--- src/rtl/core/wet_pkg.sv ---
// ----------------------------------------------------------------------------
// wet_pkg
// Shared types and constants for the windowed extremum tracker.
// ----------------------------------------------------------------------------
package wet_pkg;

   localparam int WIN_WIDTH       = 32;
   localparam int CSR_INDEX_WIDTH = 1;
   localparam int CSR_DATA_WIDTH  = 32;

   localparam logic [WIN_WIDTH-1:0] WINDOW_RESET = 32'd1024;

   // configuration register indexes
   localparam logic [CSR_INDEX_WIDTH-1:0] REG_WINDOW_LENGTH = 1'd0;
   localparam logic [CSR_INDEX_WIDTH-1:0] REG_TRACK_MAX     = 1'd1;

   // controller to datapath
   typedef struct packed {
      logic load;     // capture the accepted sample
      logic eval;     // restart or partial replacement
      logic shift;    // shift out one expired leading candidate
      logic refresh;  // sub-window refresh
      logic publish;  // load the result register
   } ctrl_cmd_type;

   // datapath to controller
   typedef struct packed {
      logic restart;  // all candidates restart to the sample
      logic expired;  // candidate 0 lies outside the window
      logic out_free; // result register can take a new value
   } dp_status_type;

endpackage

--- src/rtl/core/windowed_extremum_tracker_unit.sv ---
// ----------------------------------------------------------------------------
// windowed_extremum_tracker_unit
// Running minimum or maximum over a sliding time window.
// ----------------------------------------------------------------------------
// Each sample transfer yields one result: the best value seen inside the
// last window_length time units (minimum, or maximum when track_max is set).
// Samples are processed one at a time by a small sequencer. After evaluation
// a sample goes straight to publish when all candidates restart, through a
// refresh step when no candidate expires, or through expiry shifts, one per
// cycle, when leading candidates leave the window. The result sits in an
// output register, so the next sample is taken while a result still waits; a
// result held back longer than the next sample's processing delays that
// sample's completion. Timestamps wrap. The user must write configuration
// while no sample is in flight; the block itself does not enforce this.
module windowed_extremum_tracker_unit import wet_pkg::*; #(
   parameter int NUM_CANDIDATES = 3,
   parameter int TIME_WIDTH     = 32,
   parameter int VALUE_WIDTH    = 32
) (
   input  logic                          clock,
   input  logic                          reset,
   input  logic                          csr_write,
   input  logic [CSR_INDEX_WIDTH-1:0]    csr_index,
   input  logic [CSR_DATA_WIDTH-1:0]     csr_data,
   input  logic                          req_valid,
   output logic                          req_stall,
   input  logic                          req_kind,
   input  logic [TIME_WIDTH-1:0]         req_sample_time,
   input  logic signed [VALUE_WIDTH-1:0] req_sample_value,
   output logic                          rsp_valid,
   input  logic                          rsp_stall,
   output logic signed [VALUE_WIDTH-1:0] rsp_extremum_value
);

   ctrl_cmd_type  cmd;
   dp_status_type status;

   wet_ctrl #(
      .NUM_CANDIDATES (NUM_CANDIDATES)
   ) u_ctrl (
      .clock     (clock),
      .reset     (reset),
      .req_valid (req_valid),
      .req_stall (req_stall),
      .status    (status),
      .cmd       (cmd)
   );

   wet_datapath #(
      .NUM_CANDIDATES (NUM_CANDIDATES),
      .TIME_WIDTH     (TIME_WIDTH),
      .VALUE_WIDTH    (VALUE_WIDTH)
   ) u_datapath (
      .clock              (clock),
      .reset              (reset),
      .csr_write          (csr_write),
      .csr_index          (csr_index),
      .csr_data           (csr_data),
      .req_kind           (req_kind),
      .req_sample_time    (req_sample_time),
      .req_sample_value   (req_sample_value),
      .rsp_stall          (rsp_stall),
      .rsp_valid          (rsp_valid),
      .rsp_extremum_value (rsp_extremum_value),
      .cmd                (cmd),
      .status             (status)
   );

endmodule

--- src/rtl/core/wet_ctrl.sv ---
// ----------------------------------------------------------------------------
// wet_ctrl
// Sequencer for one sample: evaluate, expiry shifts or refresh, publish.
// ----------------------------------------------------------------------------
module wet_ctrl import wet_pkg::*; #(
   parameter int NUM_CANDIDATES = 3
) (
   input  logic          clock,
   input  logic          reset,
   input  logic          req_valid,
   output logic          req_stall,
   input  dp_status_type status,
   output ctrl_cmd_type  cmd
);

   localparam int CNT_W = $clog2(NUM_CANDIDATES + 1);

   typedef enum logic [4:0] {
      ST_IDLE    = 5'b00001,
      ST_EVAL    = 5'b00010,
      ST_SHIFT   = 5'b00100,
      ST_REFRESH = 5'b01000,
      ST_DONE    = 5'b10000
   } state_type;

   state_type        state_ff, state_in;
   logic [CNT_W-1:0] shift_cnt_ff, shift_cnt_in;

   assign req_stall = (state_ff != ST_IDLE);

   always_comb begin
      state_in     = state_ff;
      shift_cnt_in = shift_cnt_ff;
      cmd          = '0;
      case (state_ff)
         ST_IDLE: begin
            if (req_valid) begin
               cmd.load = 1'b1;
               state_in = ST_EVAL;
            end
         end
         ST_EVAL: begin
            cmd.eval     = 1'b1;
            shift_cnt_in = '0;
            if (status.restart) begin
               state_in = ST_DONE;
            end else if (status.expired) begin
               state_in = ST_SHIFT;
            end else begin
               state_in = ST_REFRESH;
            end
         end
         ST_SHIFT: begin
            // at most one shift per candidate
            if (status.expired && (shift_cnt_ff < CNT_W'(NUM_CANDIDATES))) begin
               cmd.shift    = 1'b1;
               shift_cnt_in = shift_cnt_ff + 1'b1;
            end else begin
               state_in = ST_DONE;
            end
         end
         ST_REFRESH: begin
            cmd.refresh = 1'b1;
            state_in    = ST_DONE;
         end
         ST_DONE: begin
            if (status.out_free) begin
               cmd.publish = 1'b1;
               state_in    = ST_IDLE;
            end
         end
         default: begin
            state_in = ST_IDLE;
         end
      endcase
   end

   always_ff @(posedge clock) begin
      if (reset) begin
         state_ff     <= ST_IDLE;
         shift_cnt_ff <= '0;
      end else begin
         state_ff     <= state_in;
         shift_cnt_ff <= shift_cnt_in;
      end
   end

endmodule

--- src/rtl/core/wet_datapath.sv ---
// ----------------------------------------------------------------------------
// wet_datapath
// Candidate list, configuration registers, comparators and result register.
// ----------------------------------------------------------------------------
module wet_datapath import wet_pkg::*; #(
   parameter int NUM_CANDIDATES = 3,
   parameter int TIME_WIDTH     = 32,
   parameter int VALUE_WIDTH    = 32
) (
   input  logic                          clock,
   input  logic                          reset,
   input  logic                          csr_write,
   input  logic [CSR_INDEX_WIDTH-1:0]    csr_index,
   input  logic [CSR_DATA_WIDTH-1:0]     csr_data,
   input  logic                          req_kind,
   input  logic [TIME_WIDTH-1:0]         req_sample_time,
   input  logic signed [VALUE_WIDTH-1:0] req_sample_value,
   input  logic                          rsp_stall,
   output logic                          rsp_valid,
   output logic signed [VALUE_WIDTH-1:0] rsp_extremum_value,
   input  ctrl_cmd_type                  cmd,
   output dp_status_type                 status
);

   localparam int CMP_W = (TIME_WIDTH > WIN_WIDTH) ? TIME_WIDTH : WIN_WIDTH;
   localparam int LAST  = NUM_CANDIDATES - 1;

   logic [WIN_WIDTH-1:0]         window_ff;
   logic                         track_max_ff;
   logic                         kind_ff;
   logic [TIME_WIDTH-1:0]        time_ff;
   logic signed [VALUE_WIDTH-1:0] value_ff;
   logic [TIME_WIDTH-1:0]        cand_time_ff [NUM_CANDIDATES];
   logic signed [VALUE_WIDTH-1:0] cand_value_ff [NUM_CANDIDATES];
   logic [TIME_WIDTH-1:0]        cand_time_in [NUM_CANDIDATES];
   logic signed [VALUE_WIDTH-1:0] cand_value_in [NUM_CANDIDATES];
   logic                         rsp_valid_ff;
   logic signed [VALUE_WIDTH-1:0] rsp_value_ff;

   logic [NUM_CANDIDATES-1:0] good;
   logic [NUM_CANDIDATES-1:0] part_mask;
   logic [NUM_CANDIDATES-1:0] refr_mask;
   logic [NUM_CANDIDATES-1:0] fill_mask;
   logic [LAST-1:0]           refr_hit;
   logic [TIME_WIDTH-1:0]     age_first;
   logic [TIME_WIDTH-1:0]     age_last;
   logic [CMP_W-1:0]          age_first_x;
   logic [CMP_W-1:0]          age_last_x;
   logic [CMP_W-1:0]          win_x;
   logic                      run_part;
   logic                      run_refr;

   // wrapping ages against the oldest and newest candidates
   assign age_first   = time_ff - cand_time_ff[0];
   assign age_last    = time_ff - cand_time_ff[LAST];
   assign age_first_x = CMP_W'(age_first);
   assign age_last_x  = CMP_W'(age_last);
   assign win_x       = CMP_W'(window_ff);

   always_comb begin
      for (int k = 0; k < NUM_CANDIDATES; k++) begin
         // ties count as beating the candidate
         good[k] = track_max_ff ? (value_ff >= cand_value_ff[k])
                                : (value_ff <= cand_value_ff[k]);
      end
      for (int k = 0; k < LAST; k++) begin
         refr_hit[k] = (cand_time_ff[k] == cand_time_ff[k+1]) &&
                       ((win_x >> (LAST - k)) < age_first_x);
      end
      part_mask    = '0;
      refr_mask    = '0;
      run_part     = 1'b0;
      run_refr     = 1'b0;
      for (int k = 1; k < NUM_CANDIDATES; k++) begin
         run_part     = run_part | good[k];
         run_refr     = run_refr | refr_hit[k-1];
         part_mask[k] = run_part;
         refr_mask[k] = run_refr;
      end
   end

   assign status.restart  = kind_ff | good[0] | (age_last_x > win_x);
   assign status.expired  = (age_first_x > win_x);
   assign status.out_free = ~rsp_valid_ff | ~rsp_stall;

   always_comb begin
      fill_mask = '0;
      if (cmd.eval) begin
         fill_mask = status.restart ? '1 : part_mask;
      end else if (cmd.refresh) begin
         fill_mask = refr_mask;
      end
      for (int k = 0; k < NUM_CANDIDATES; k++) begin
         cand_time_in[k]  = cand_time_ff[k];
         cand_value_in[k] = cand_value_ff[k];
         if (cmd.shift) begin
            if (k == LAST) begin
               cand_time_in[k]  = time_ff;
               cand_value_in[k] = value_ff;
            end else begin
               cand_time_in[k]  = cand_time_ff[k+1];
               cand_value_in[k] = cand_value_ff[k+1];
            end
         end else if (fill_mask[k]) begin
            cand_time_in[k]  = time_ff;
            cand_value_in[k] = value_ff;
         end
      end
   end

   always_ff @(posedge clock) begin
      if (reset) begin
         window_ff    <= WINDOW_RESET;
         track_max_ff <= 1'b0;
         rsp_valid_ff <= 1'b0;
         for (int k = 0; k < NUM_CANDIDATES; k++) begin
            cand_time_ff[k]  <= '0;
            cand_value_ff[k] <= '0;
         end
      end else begin
         if (csr_write) begin
            case (csr_index)
               REG_WINDOW_LENGTH: window_ff    <= csr_data[WIN_WIDTH-1:0];
               REG_TRACK_MAX:     track_max_ff <= csr_data[0];
               default:           ;
            endcase
         end
         for (int k = 0; k < NUM_CANDIDATES; k++) begin
            cand_time_ff[k]  <= cand_time_in[k];
            cand_value_ff[k] <= cand_value_in[k];
         end
         if (cmd.publish) begin
            rsp_valid_ff <= 1'b1;
         end else if (!rsp_stall) begin
            rsp_valid_ff <= 1'b0;
         end
      end
   end

   // payload registers
   always_ff @(posedge clock) begin
      if (cmd.load) begin
         kind_ff  <= req_kind;
         time_ff  <= req_sample_time;
         value_ff <= req_sample_value;
      end
      if (cmd.publish) begin
         rsp_value_ff <= cand_value_ff[0];
      end
   end

   assign rsp_valid          = rsp_valid_ff;
   assign rsp_extremum_value = rsp_value_ff;

endmodule
--- config.mk ---
export PLATFORM = sky130hd
export DESIGN_NAME = windowed_extremum_tracker_unit
export DESIGN_NICKNAME = d
export VERILOG_FILES = /design/src/rtl/core/wet_pkg.sv /design/src/rtl/core/windowed_extremum_tracker_unit.sv /design/src/rtl/core/wet_ctrl.sv /design/src/rtl/core/wet_datapath.sv
export SDC_FILE = /design/constraint.sdc
export NUM_CORES = 1
export LEC_CHECK = 0
export BUFFER_PORTS_ARGS = -buffer_cell sky130_fd_sc_hd__buf_4
export CAP_MARGIN = 40
export CORE_MARGIN = 10
export CORE_UTILIZATION = 40
export CTS_CLUSTER_SIZE = 12
export DETAILED_ROUTE_END_ITERATION = 16
export SLEW_MARGIN = 25
export SYNTH_ARGS = -nofsm -noshare
export SYNTH_HDL_FRONTEND = slang
export SYNTH_SLANG_ARGS = --single-unit
--- constraint.sdc ---
create_clock -name clock -period 15.8 [get_ports clock]
set_input_delay 1.58 -clock clock [delete_from_list [all_inputs] [get_ports clock]]
set_output_delay 1.58 -clock clock [all_outputs]
set_load 0.05 [all_outputs]
==> metrics.md, run 1 <==
| Metric | Value |
|---|---|
| Primary FF master, synth | `dfxtp_1` |
| CTS Root Cell | `clkbuf_16` |
| Share of layout cells above drive strength 1 | `9.01%` |
| H-tree depth | `2` |
| Max Clock Freq | `126 MHz` |
| Vias in the first global route | `17.7k` |
| Peak VDD IR | `0.0775 mV` |
| Die X | `256 um` |
| Min Tclk post-route | `7.96 ns` |
| # resized after CTS | `0` |
| Mapped cell area | `0.0223 mm^2` |
| Setup Fix Bufs, Post-CTS | `0` |
| Max-slew violation count | `0` |
| Final Non-Filler Cells | `3,414` |
| DRT met1 WL | `29.1 mm` |
| Total wire length | `61.8 mm` |
| Die footprint | `0.0656 mm^2` |
| Yosys warnings | `0` |
| Arr. time, crit path | `8.46 ns` |
| First-pass GRT wire length | `96.6 mm` |
| Outcome | `completed` |
| Drt via density | `5.34` |
| Post-DP HPWL | `47.3 mm` |
| Crit path capture type | `flip-flop` |
| Area grow syn2layout | `13.6%` |
| Final Wtd Congestion | `0.923` |
| Top layer in use | `met4` |
| Post-DR wirelength/cell | `18.1 um` |
| Gate Count Post-Synth | `2,545` |
| Post-route setup slack | `7.84 ns` |
| Setup Viol. Count Final | `0` |
| Reg clk slew, reported paths | `0.06 ns` |
| Syn_nets | `2,922` |
| TritonCTS Sinks | `330` |
| Min-delay worst type | `flip-flop to flip-flop` |
| Static leakage | `10.1 nW` |
| Post-route DRC violation count | `0` |
| Worst-path fanout max | `39` |
| Synth cell types | `78` |
| WL met3 | `2.44 mm` |
| DR pass1 iterations | `5` |
| Placement Setup Slack | `7.94 ns` |
| CTS Buf Count | `39` |
| Crit-path max cell delay | `0.67 ns` |
| Initial drt markers | `1,084` |
| Crit-path slowest cell | `a221oi_1` |
| Crit path kind | `flip-flop to flip-flop` |
| RSZ-0062 raised after global routing | `false` |
| Power Density | `149 mW/mm^2` |
| Port bufs | `136` |
| TNS Setup | `0 ns` |
| Design Power | `3.76 mW` |
| Critical Path RT | `16.29 ns` |
| Final period util | `50.4%` |
| Worst-margin pin slew | `0.845 ns` |
| Placed cells | `3,340` |
| Max-Cap Viols | `0` |
| Hold_buf cts | `0` |
| Slew margin rel. | `42.9%` |
| Remaining antenna violation count | `0` |
| Syn Area/Cell | `8.76 um^2` |
| Clock tree from TritonCTS | `done` |
| Gr ovfl total | `0` |
| Height of the chip | `256 um` |
| Synth Register Bits | `330` |
| Via count | `18.2k` |
| CORE AREA | `0.0552 mm^2` |
| I/O pin cnt | `137` |
| EDFF count, synth | `97` |
| FP Rows | `86` |
| Clk_lat worst skew | `0.58 ns` |
| Initial core utilization | `40.4%` |
| Clock skew | `0.0261 ns` |
| Largest net degree at the start of global routing | `102` |
| Async set-reset flop share out of synthesis | `0%` |
| Hold Fails Final Rpt | `0` |
| Nets@finish | `3,011` |
| Nature of the critical path startpoint | `flip-flop` |
| Register area share after synthesis | `34.0%` |
| Global Route Usage Sum | `18.1%` |
| CTS max path bufs | `3` |
| Detail Route met2 WL | `28.7 mm` |
| Initial antenna violation count | `0` |
metrics by stage:
stage	hold WS, ns	utilization (%)	cell area (um^2)
2_1_floorplan	0.429	-	22300
5_1_grt	0.480	45.9	25300
6_report	0.455	45.9	25300
3_3_place_gp	0.443	43.3	23900
4_1_cts	0.458	45.8	25300
3_5_place_dp	0.451	43.6	24100
Yosys cell counts, drive strengths merged, types with 40 or more instances:
cell | number | area (um^2)
xnor2 | 67 | 587
ha | 272 | 3400
nand2 | 138 | 518
nand2b | 145 | 907
a21o | 40 | 300
dfxtp | 233 | 4660
nor2 | 271 | 1020
clkbuf | 79 | 297
a211oi | 147 | 1120
a21oi | 208 | 1060
inv | 237 | 890
edfxtp | 97 | 2910
o21ai | 78 | 390
nand4 | 44 | 275
xor2 | 55 | 482
mux2i | 132 | 1320
path summary, 6_finish.rpt:
| check | slack, ns | startpoint | end | cells after the start |
|---|---|---|---|---|
| worst max-delay path | 7.84 | u_datapath.time_ff[0]$_DFFE_PP_ | u_datapath.cand_time_ff[0][78]$_SDFFE_PP0P_ | 28 |
| worst min-delay path | 0.46 | u_datapath.win_x[19]$_SDFFE_PP0P_ | u_datapath.win_x[19]$_SDFFE_PP0P_ | 2 |
| worst max register to register | 7.84 | u_datapath.time_ff[0]$_DFFE_PP_ | u_datapath.cand_time_ff[0][78]$_SDFFE_PP0P_ | 28 |
| worst min register to register | 0.46 | u_datapath.win_x[19]$_SDFFE_PP0P_ | u_datapath.win_x[19]$_SDFFE_PP0P_ | 2 |
cell families after synthesis:
kind of cell	Yosys count	share of synthesized area (%)
xor+xnor	122	4.79
buf+inv	343	6.18
simple gates	745	16.2
compound gates	597	17.4
fa+ha+maj	276	15.5
flops	330	34.0
mux	132	5.93
power by group:
| part | switching (mW) | internal (mW) |
|---|---|---|
| combinational | 0.992 | 0.709 |
| sequential | 0.155 | 1.01 |
| clock | 0.378 | 0.514 |
flip-flops by register name (all words and copies together), names as in the netlist, 2 cells and up:
| register | count |
|---|---|
| u_datapath.value_ff | 32 |
| u_datapath.rsp_extremum_value | 32 |
| u_ctrl.shift_cnt_ff | 2 |
| u_ctrl.state_ff | 5 |
| u_datapath.cand_value_ff | 96 |
| u_datapath.cand_time_ff | 96 |
| u_datapath.time_ff | 32 |
| u_datapath.win_x | 32 |
cell type report:
type | instances | area [um^2]
antenna | 1 | 2.50
clock buffer | 62 | 1090
clock inverter | 10 | 143
fill | 5339 | 29900
inverter | 237 | 890
multi-input combinational | 1872 | 13400
sequential | 330 | 7580
tap | 748 | 936
timing repair buffer | 154 | 1290
layer usage:
| metal | global-route usage (%) | vias up |
|---|---|---|
| li1 | - | 9199 |
| met1 | 23.9 | 8613 |
| met2 | 30.0 | 322 |
| met3 | 2.69 | 90 |
| met4 | 5.32 | 0 |
| met5 | 0 | - |
critical path, delay by kind of cell, from the launching register on:
| family | cells | cell delay, ns |
|---|---|---|
| flops | 1 | 0.43 |
| mux | 1 | 0.29 |
| compound gates | 14 | 3.68 |
| buf+inv | 3 | 0.82 |
| fa+ha+maj | 3 | 0.90 |
| simple gates | 6 | 1.64 |
| xor+xnor | 1 | 0.09 |
layout by cell type (no fill, tap or decap), types with 6 or more instances in the layout:
cell type | synthesis | layout
nand4_1 | 44 | 44
edfxtp_1 | 97 | 97
dfxtp_1 | 233 | 233
a221oi_1 | 8 | 8
mux2i_1 | 132 | 132
nand2b_1 | 145 | 145
a21oi_1 | 203 | 202
nand2_1 | 138 | 137
nor2b_1 | 20 | 19
clkbuf_16 | 0 | 39
o21bai_1 | 16 | 15
inv_1 | 235 | 235
o21ai_0 | 71 | 71
o21a_1 | 20 | 20
or3_1 | 8 | 8
ha_1 | 272 | 272
xor2_1 | 55 | 55
nor4_1 | 18 | 18
nor3_1 | 23 | 23
a211oi_1 | 143 | 143
nand3_1 | 31 | 31
xnor2_1 | 67 | 67
buf_4 | 0 | 144
o211ai_1 | 19 | 19
and3_1 | 15 | 15
nor2_1 | 271 | 269
a21o_1 | 40 | 40
a2111oi_0 | 6 | 6
o21ai_1 | 7 | 7
or2_2 | 7 | 7
clkbuf_1 | 79 | 20
(Power assumes the default switching activity.)
==> run 2: changes to the inputs <==
Clock period 15.8 ns to 8.05 ns, I/O delays scaled along.
==> run 2 against run 1 <==
Sequential power up 97%. Clock-buffer cell count down 9. Non-clock buffer count up 3. Power up 97%. Fmax up 6.7%. Final cell count up 0.15%. Register-to-register slack worse by 7.2 ns. Cell area up 0.45%. First-iteration DRC count up 19%. Via count up 0.48%. Critical path type unchanged. Critical endpoint is now u_datapath.cand_value_ff[0][84]$_SDFFE_PP0P_. Largest power group unchanged.
==> metrics.md, run 2 (synthesis results as in run 1) <==
| Metric | Value |
|---|---|
| Outcome | `completed` |
| Max Clock Freq | `134 MHz` |
| Switch share | `40.5%` |
| Post-route DRC violation count | `0` |
| Remaining antenna violation count | `0` |
| Nets@finish | `3,015` |
| Static leakage | `10.2 nW` |
| Hold WS | `0.391 ns` |
| Sequential Power Share | `31.0%` |
| Reg clk slew, reported paths | `0.06 ns` |
| Vias in the first global route | `17.8k` |
| Post-DP HPWL | `46.8 mm` |
| Initial core utilization | `40.4%` |
| First-pass GRT wire length | `96.3 mm` |
| RSZ-0062 raised after global routing | `false` |
| TNS Setup | `0 ns` |
| Filler Cell Count | `5,350` |
| Min-delay worst type | `input pin to flip-flop` |
| Clk_lat worst skew | `0.59 ns` |
| Placed cells | `3,342` |
| Internal cell power | `4.41 mW` |
| Peak VDD IR | `0.168 mV` |
| Min Tclk post-route | `7.46 ns` |
| Nature of the critical path startpoint | `flip-flop` |
| CORE AREA | `0.0552 mm^2` |
| Die footprint | `0.0656 mm^2` |
| Setup Viol. Count Final | `0` |
| Final period util | `92.7%` |
| CTS Root Cell | `clkbuf_16` |
| Max-slew violation count | `0` |
| Slew margin rel. | `38.2%` |
| Hold Fails Final Rpt | `0` |
| Drt via density | `5.36` |
| CTS max path bufs | `3` |
| Net switching power | `3.01 mW` |
| H-tree depth | `2` |
| CTS Buf Count | `40` |
| Initial antenna violation count | `1` |
| Arr. time, crit path | `7.98 ns` |
| Most common cell after layout, fill and taps aside | `ha_1` |
| Crit path capture type | `flip-flop` |
| Dpl cell area | `0.0241 mm^2` |
| Largest net degree at the start of global routing | `103` |
| Power Density | `292 mW/mm^2` |
| Post-route cell area | `0.0254 mm^2` |
| Worst-margin pin slew | `0.919 ns` |
| Final Wtd Congestion | `0.926` |
| I/O pin cnt | `137` |
| Area grow syn2layout | `14.1%` |
| Gr ovfl total | `0` |
| DR pass1 iterations | `5` |
| Height of the chip | `256 um` |
| Global Route Usage Sum | `17.9%` |
| Clock power share | `24.0%` |
| FP Rows | `86` |
| Worst-path fanout max | `47` |
| Sequential Area | `0.00758 mm^2` |
| Share of layout cells above drive strength 1 | `9.36%` |
| Die X | `256 um` |
| Initial drt markers | `1,286` |
| Crit path kind | `flip-flop to flip-flop` |
| Comb power frac | `45.0%` |
| Max-Cap Viols | `0` |
| Via count | `18.3k` |
| Area occupied by multi-input gates | `0.0134 mm^2` |
| Clock skew | `0.0307 ns` |
| Commonest cells after routing, fill and taps aside | `ha_1 (272), nor2_1 (269), inv_1 (235), dfxtp_1 (233), a21oi_1 (202)` |
| Critical Path RT | `8.56 ns` |
| Final Non-Filler Cells | `3,419` |
| Post-DR wirelength/cell | `18.0 um` |
| TritonCTS Sinks | `330` |
| Total wire length | `61.6 mm` |
| Design Power | `7.42 mW` |
| Largest regs | `u_datapath.cand_time_ff x96, u_datapath.cand_value_ff x96` |
| Clock tree from TritonCTS | `done` |
| Port bufs | `136` |
run 2: final cells by class:
type	count	area share (%)
Antenna cell	1	0.00983
Clock buffer	53	4.25
Clock inverter	21	0.836
Inverter	237	3.50
Multi-Input combinational cell	1872	52.7
Sequential cell	330	29.8
Tap cell	748	3.68
Timing Repair Buffer	157	5.23
run 2: critical path, stage by stage, from the launching register on:
cell       delay (ns)
edfxtp_1         0.53
ha_1             0.35
nor2b_1          0.13
o21ai_0          0.22
a21boi_0         0.22
o21ai_0          0.38
a31oi_1          0.18
or3b_2           0.51
a31oi_1          0.37
nor3b_1          0.15
o221ai_1         0.33
o2111ai_1        0.18
a21oi_1          0.19
xnor2_1          0.09
ha_1             0.30
nand4_1          0.15
nor3_2           0.32
nand4_1          0.16
or4_1            0.53
a211oi_4         0.38
a31oi_1          0.15
or3b_1           0.36
o21bai_4         0.25
a211oi_4         0.32
buf_12           0.37
mux2i_1          0.24
run 2: metrics by stage:
step                      utilization, %  setup WS [ns]
after CTS                           46.0          0.491
after global routing                46.1         0.0227
after floorplan                        -           1.94
after detailed placement            43.6          0.518
after global placement              43.4          0.716
final                               46.1          0.588
run 2: path summary, 6_finish.rpt:
path         slack, ns  depth (start not counted)                                            to                                         from
min reg2reg       0.46                          0    u_datapath.rsp_extremum_value[3]$_DFFE_PP_  u_datapath.cand_value_ff[0][3]$_SDFFE_PP0P_
max               0.59                         25  u_datapath.cand_value_ff[0][84]$_SDFFE_PP0P_              u_datapath.time_ff[1]$_DFFE_PP_
min               0.39                          1             u_datapath.value_ff[18]$_DFFE_PP_                         req_sample_value[18]
max reg2reg       0.59                         25  u_datapath.cand_value_ff[0][84]$_SDFFE_PP0P_              u_datapath.time_ff[1]$_DFFE_PP_
run 2: what timing repair did:
action / 4_1_cts / 5_1_grt
hold buffers: 0 / 0
setup endpoints to repair: 0 / 86
resized for setup: 0 / 2
setup buffers: 0 / 0
run 2: power groups by stage:
stage | sequential, mW | clock [mW] | combinational, mW
global placement | 2.33 | 0 | 3.15
global route | 2.33 | 1.89 | 3.76
floorplan | 2.25 | 0 | 2.45
detailed placement | 2.33 | 0 | 3.26
CTS | 2.30 | 1.83 | 3.30
finish | 2.30 | 1.78 | 3.34
run 2: layer usage:
layer | wire [um] | GRT usage [%]
met1 | 28500 | 23.3
met2 | 28800 | 30.0
met3 | 2470 | 2.67
met4 | 1840 | 5.84
met5 | 0 | 0
==> run 3: changes to the inputs <==
Settings changed: PLACE_DENSITY_LB_ADDON set to 0.1.
==> run 3 against run 2 <==
First-iteration DRC count shrank 18%. Die area did not move. Cell area fell by 0.32%. Worst setup slack got worse by 0.010 ns. Final cell count is essentially flat. Sequential share of layout area is 0.097 points higher. Non-clock buffer count unchanged. Critical path depth unchanged. Power grew 0.20%.
==> metrics.md, run 3 (synthesis results as in run 1) <==
| Metric | Value |
|---|---|
| Switch share | `40.5%` |
| TNS Setup | `0 ns` |
| CTS Root Cell | `clkbuf_16` |
| Area grow syn2layout | `13.7%` |
| Worst-path fanout max | `22` |
| Arr. time, crit path | `7.95 ns` |
| Final period util | `92.8%` |
| Clock power share | `24.1%` |
| CTS Buf Count | `40` |
| TritonCTS Sinks | `330` |
| Post-route cell area | `0.0254 mm^2` |
| Hold_buf cts | `0` |
| FP Rows | `86` |
| Nature of the critical path startpoint | `flip-flop` |
| Port bufs | `136` |
| Max-Cap Viols | `0` |
| Min Tclk post-route | `7.47 ns` |
| Die X | `256 um` |
| Final Wtd Congestion | `0.888` |
| Reg clk slew, reported paths | `0.06 ns` |
| Clock skew | `0.0296 ns` |
| Vias in the first global route | `17.4k` |
| CTS max path bufs | `3` |
| Global Route Usage Sum | `18.4%` |
| Filler Cell Count | `5,329` |
| First-pass GRT wire length | `97.6 mm` |
| I/O pin cnt | `137` |
| Min-delay worst type | `input pin to flip-flop` |
| Max Clock Freq | `134 MHz` |
| Crit path capture type | `flip-flop` |
| Gr ovfl total | `0` |
| Setup Viol. Count Final | `0` |
| Commonest cells after routing, fill and taps aside | `ha_1 (272), nor2_1 (269), inv_1 (235), dfxtp_1 (233), a21oi_1 (202)` |
| Internal cell power | `4.42 mW` |
| H-tree depth | `2` |
| Largest net degree at the start of global routing | `117` |
| Area occupied by multi-input gates | `0.0134 mm^2` |
| Share of layout cells above drive strength 1 | `9.48%` |
| Nets@finish | `3,015` |
| Slew margin rel. | `42.9%` |
| Drt via density | `5.35` |
| Static leakage | `10.1 nW` |
| Max-slew violation count | `0` |
| Remaining antenna violation count | `0` |
| Clk_lat worst skew | `0.58 ns` |
| Hold Fails Final Rpt | `0` |
| Net switching power | `3.01 mW` |
| Initial drt markers | `1,054` |
| Post-DP HPWL | `48.0 mm` |
| Power Density | `293 mW/mm^2` |
| Height of the chip | `256 um` |
| Dpl cell area | `0.0240 mm^2` |
| Via count | `18.3k` |
| Die footprint | `0.0656 mm^2` |
| Clock tree from TritonCTS | `done` |
| CORE AREA | `0.0552 mm^2` |
| Total wire length | `63.0 mm` |
| Most common cell after layout, fill and taps aside | `ha_1` |
| DR pass1 iterations | `7` |
| Outcome | `completed` |
| Peak VDD IR | `0.184 mV` |
| Initial core utilization | `40.4%` |
| Initial antenna violation count | `0` |
| Post-DR wirelength/cell | `18.4 um` |
| Comb power frac | `45.0%` |
| Sequential Area | `0.00758 mm^2` |
| Post-route DRC violation count | `0` |
| RSZ-0062 raised after global routing | `false` |
| Critical Path RT | `8.53 ns` |
| Sequential Power Share | `30.8%` |
| Worst-margin pin slew | `0.844 ns` |
| Setup slack, reg-to-reg | `0.58 ns` |
| Largest regs | `u_datapath.cand_time_ff x96, u_datapath.cand_value_ff x96` |
| # resized after CTS | `0` |
| Crit path kind | `flip-flop to flip-flop` |
| N_diodes | `0` |
| Setup Fix Bufs, Post-CTS | `0` |
run 3: layer usage:
layer,vias up,wire length [um],GRT usage [%]
met5,-,0,0
met2,360,28500,29.4
li1,9203,-,-
met4,0,1560,5.84
met1,8649,30200,25.2
met3,76,2710,2.63
run 3: cell type report:
cell class	count	area share, %
flip-flops and latches	330	29.9
clock inverters	19	0.700
multi-input cells	1872	52.9
clock buffers	55	4.38
well taps	748	3.69
repair buffers	157	4.99
inverters	237	3.51
run 3: metrics by stage:
| step | setup WS, ns | util [%] | hold slack (ns) | power, mW | cells |
|---|---|---|---|---|---|
| 5_1_grt | 0.0954 | 45.9 | 0.376 | 8.01 | 3418 |
| 3_5_place_dp | 0.630 | 43.5 | 0.447 | 5.63 | 3341 |
| 6_report | 0.577 | 45.9 | 0.400 | 7.43 | 3418 |
| 3_3_place_gp | 0.773 | 43.4 | 0.448 | 5.53 | 3337 |
| 2_1_floorplan | 1.94 | - | 0.429 | 4.70 | 2545 |
| 4_1_cts | 0.587 | 45.9 | 0.368 | 7.47 | 3415 |
run 3: critical path, stage by stage, from the launching register on:
cell	delay, ns
edfxtp_1	0.52
ha_1	0.34
nor2b_1	0.12
o21ai_0	0.19
a21boi_0	0.23
o21ai_0	0.43
a31oi_1	0.21
or3b_2	0.49
a31oi_1	0.36
o21bai_1	0.18
a21o_1	0.21
a21oi_1	0.18
xnor2_1	0.15
ha_1	0.28
a2111oi_0	0.54
o221ai_1	0.28
o211ai_1	0.16
and3_1	0.19
o221ai_1	0.18
a211oi_4	0.49
a31oi_1	0.13
or3b_1	0.36
o21bai_4	0.19
a211oi_4	0.28
buf_4	0.42
mux2i_1	0.25
run 3: path summary, 6_finish.rpt:
path	startpoint	to	cells past startpoint
worst max-delay path	u_datapath.time_ff[1]$_DFFE_PP_	u_datapath.cand_value_ff[0][66]$_SDFFE_PP0P_	25
worst min-delay path	req_sample_value[26]	u_datapath.value_ff[26]$_DFFE_PP_	1
worst max register to register	u_datapath.time_ff[1]$_DFFE_PP_	u_datapath.cand_value_ff[0][66]$_SDFFE_PP0P_	25
worst min register to register	u_datapath.win_x[19]$_SDFFE_PP0P_	u_datapath.win_x[19]$_SDFFE_PP0P_	2
run 3: power by group through the flow:
stage          combinational, mW  sequential, mW  clock, mW
2_1_floorplan               2.45            2.25          0
3_3_place_gp                3.20            2.33          0
3_5_place_dp                3.30            2.33          0
4_1_cts                     3.32            2.30       1.85
5_1_grt                     3.77            2.33       1.91
6_report                    3.35            2.29       1.79
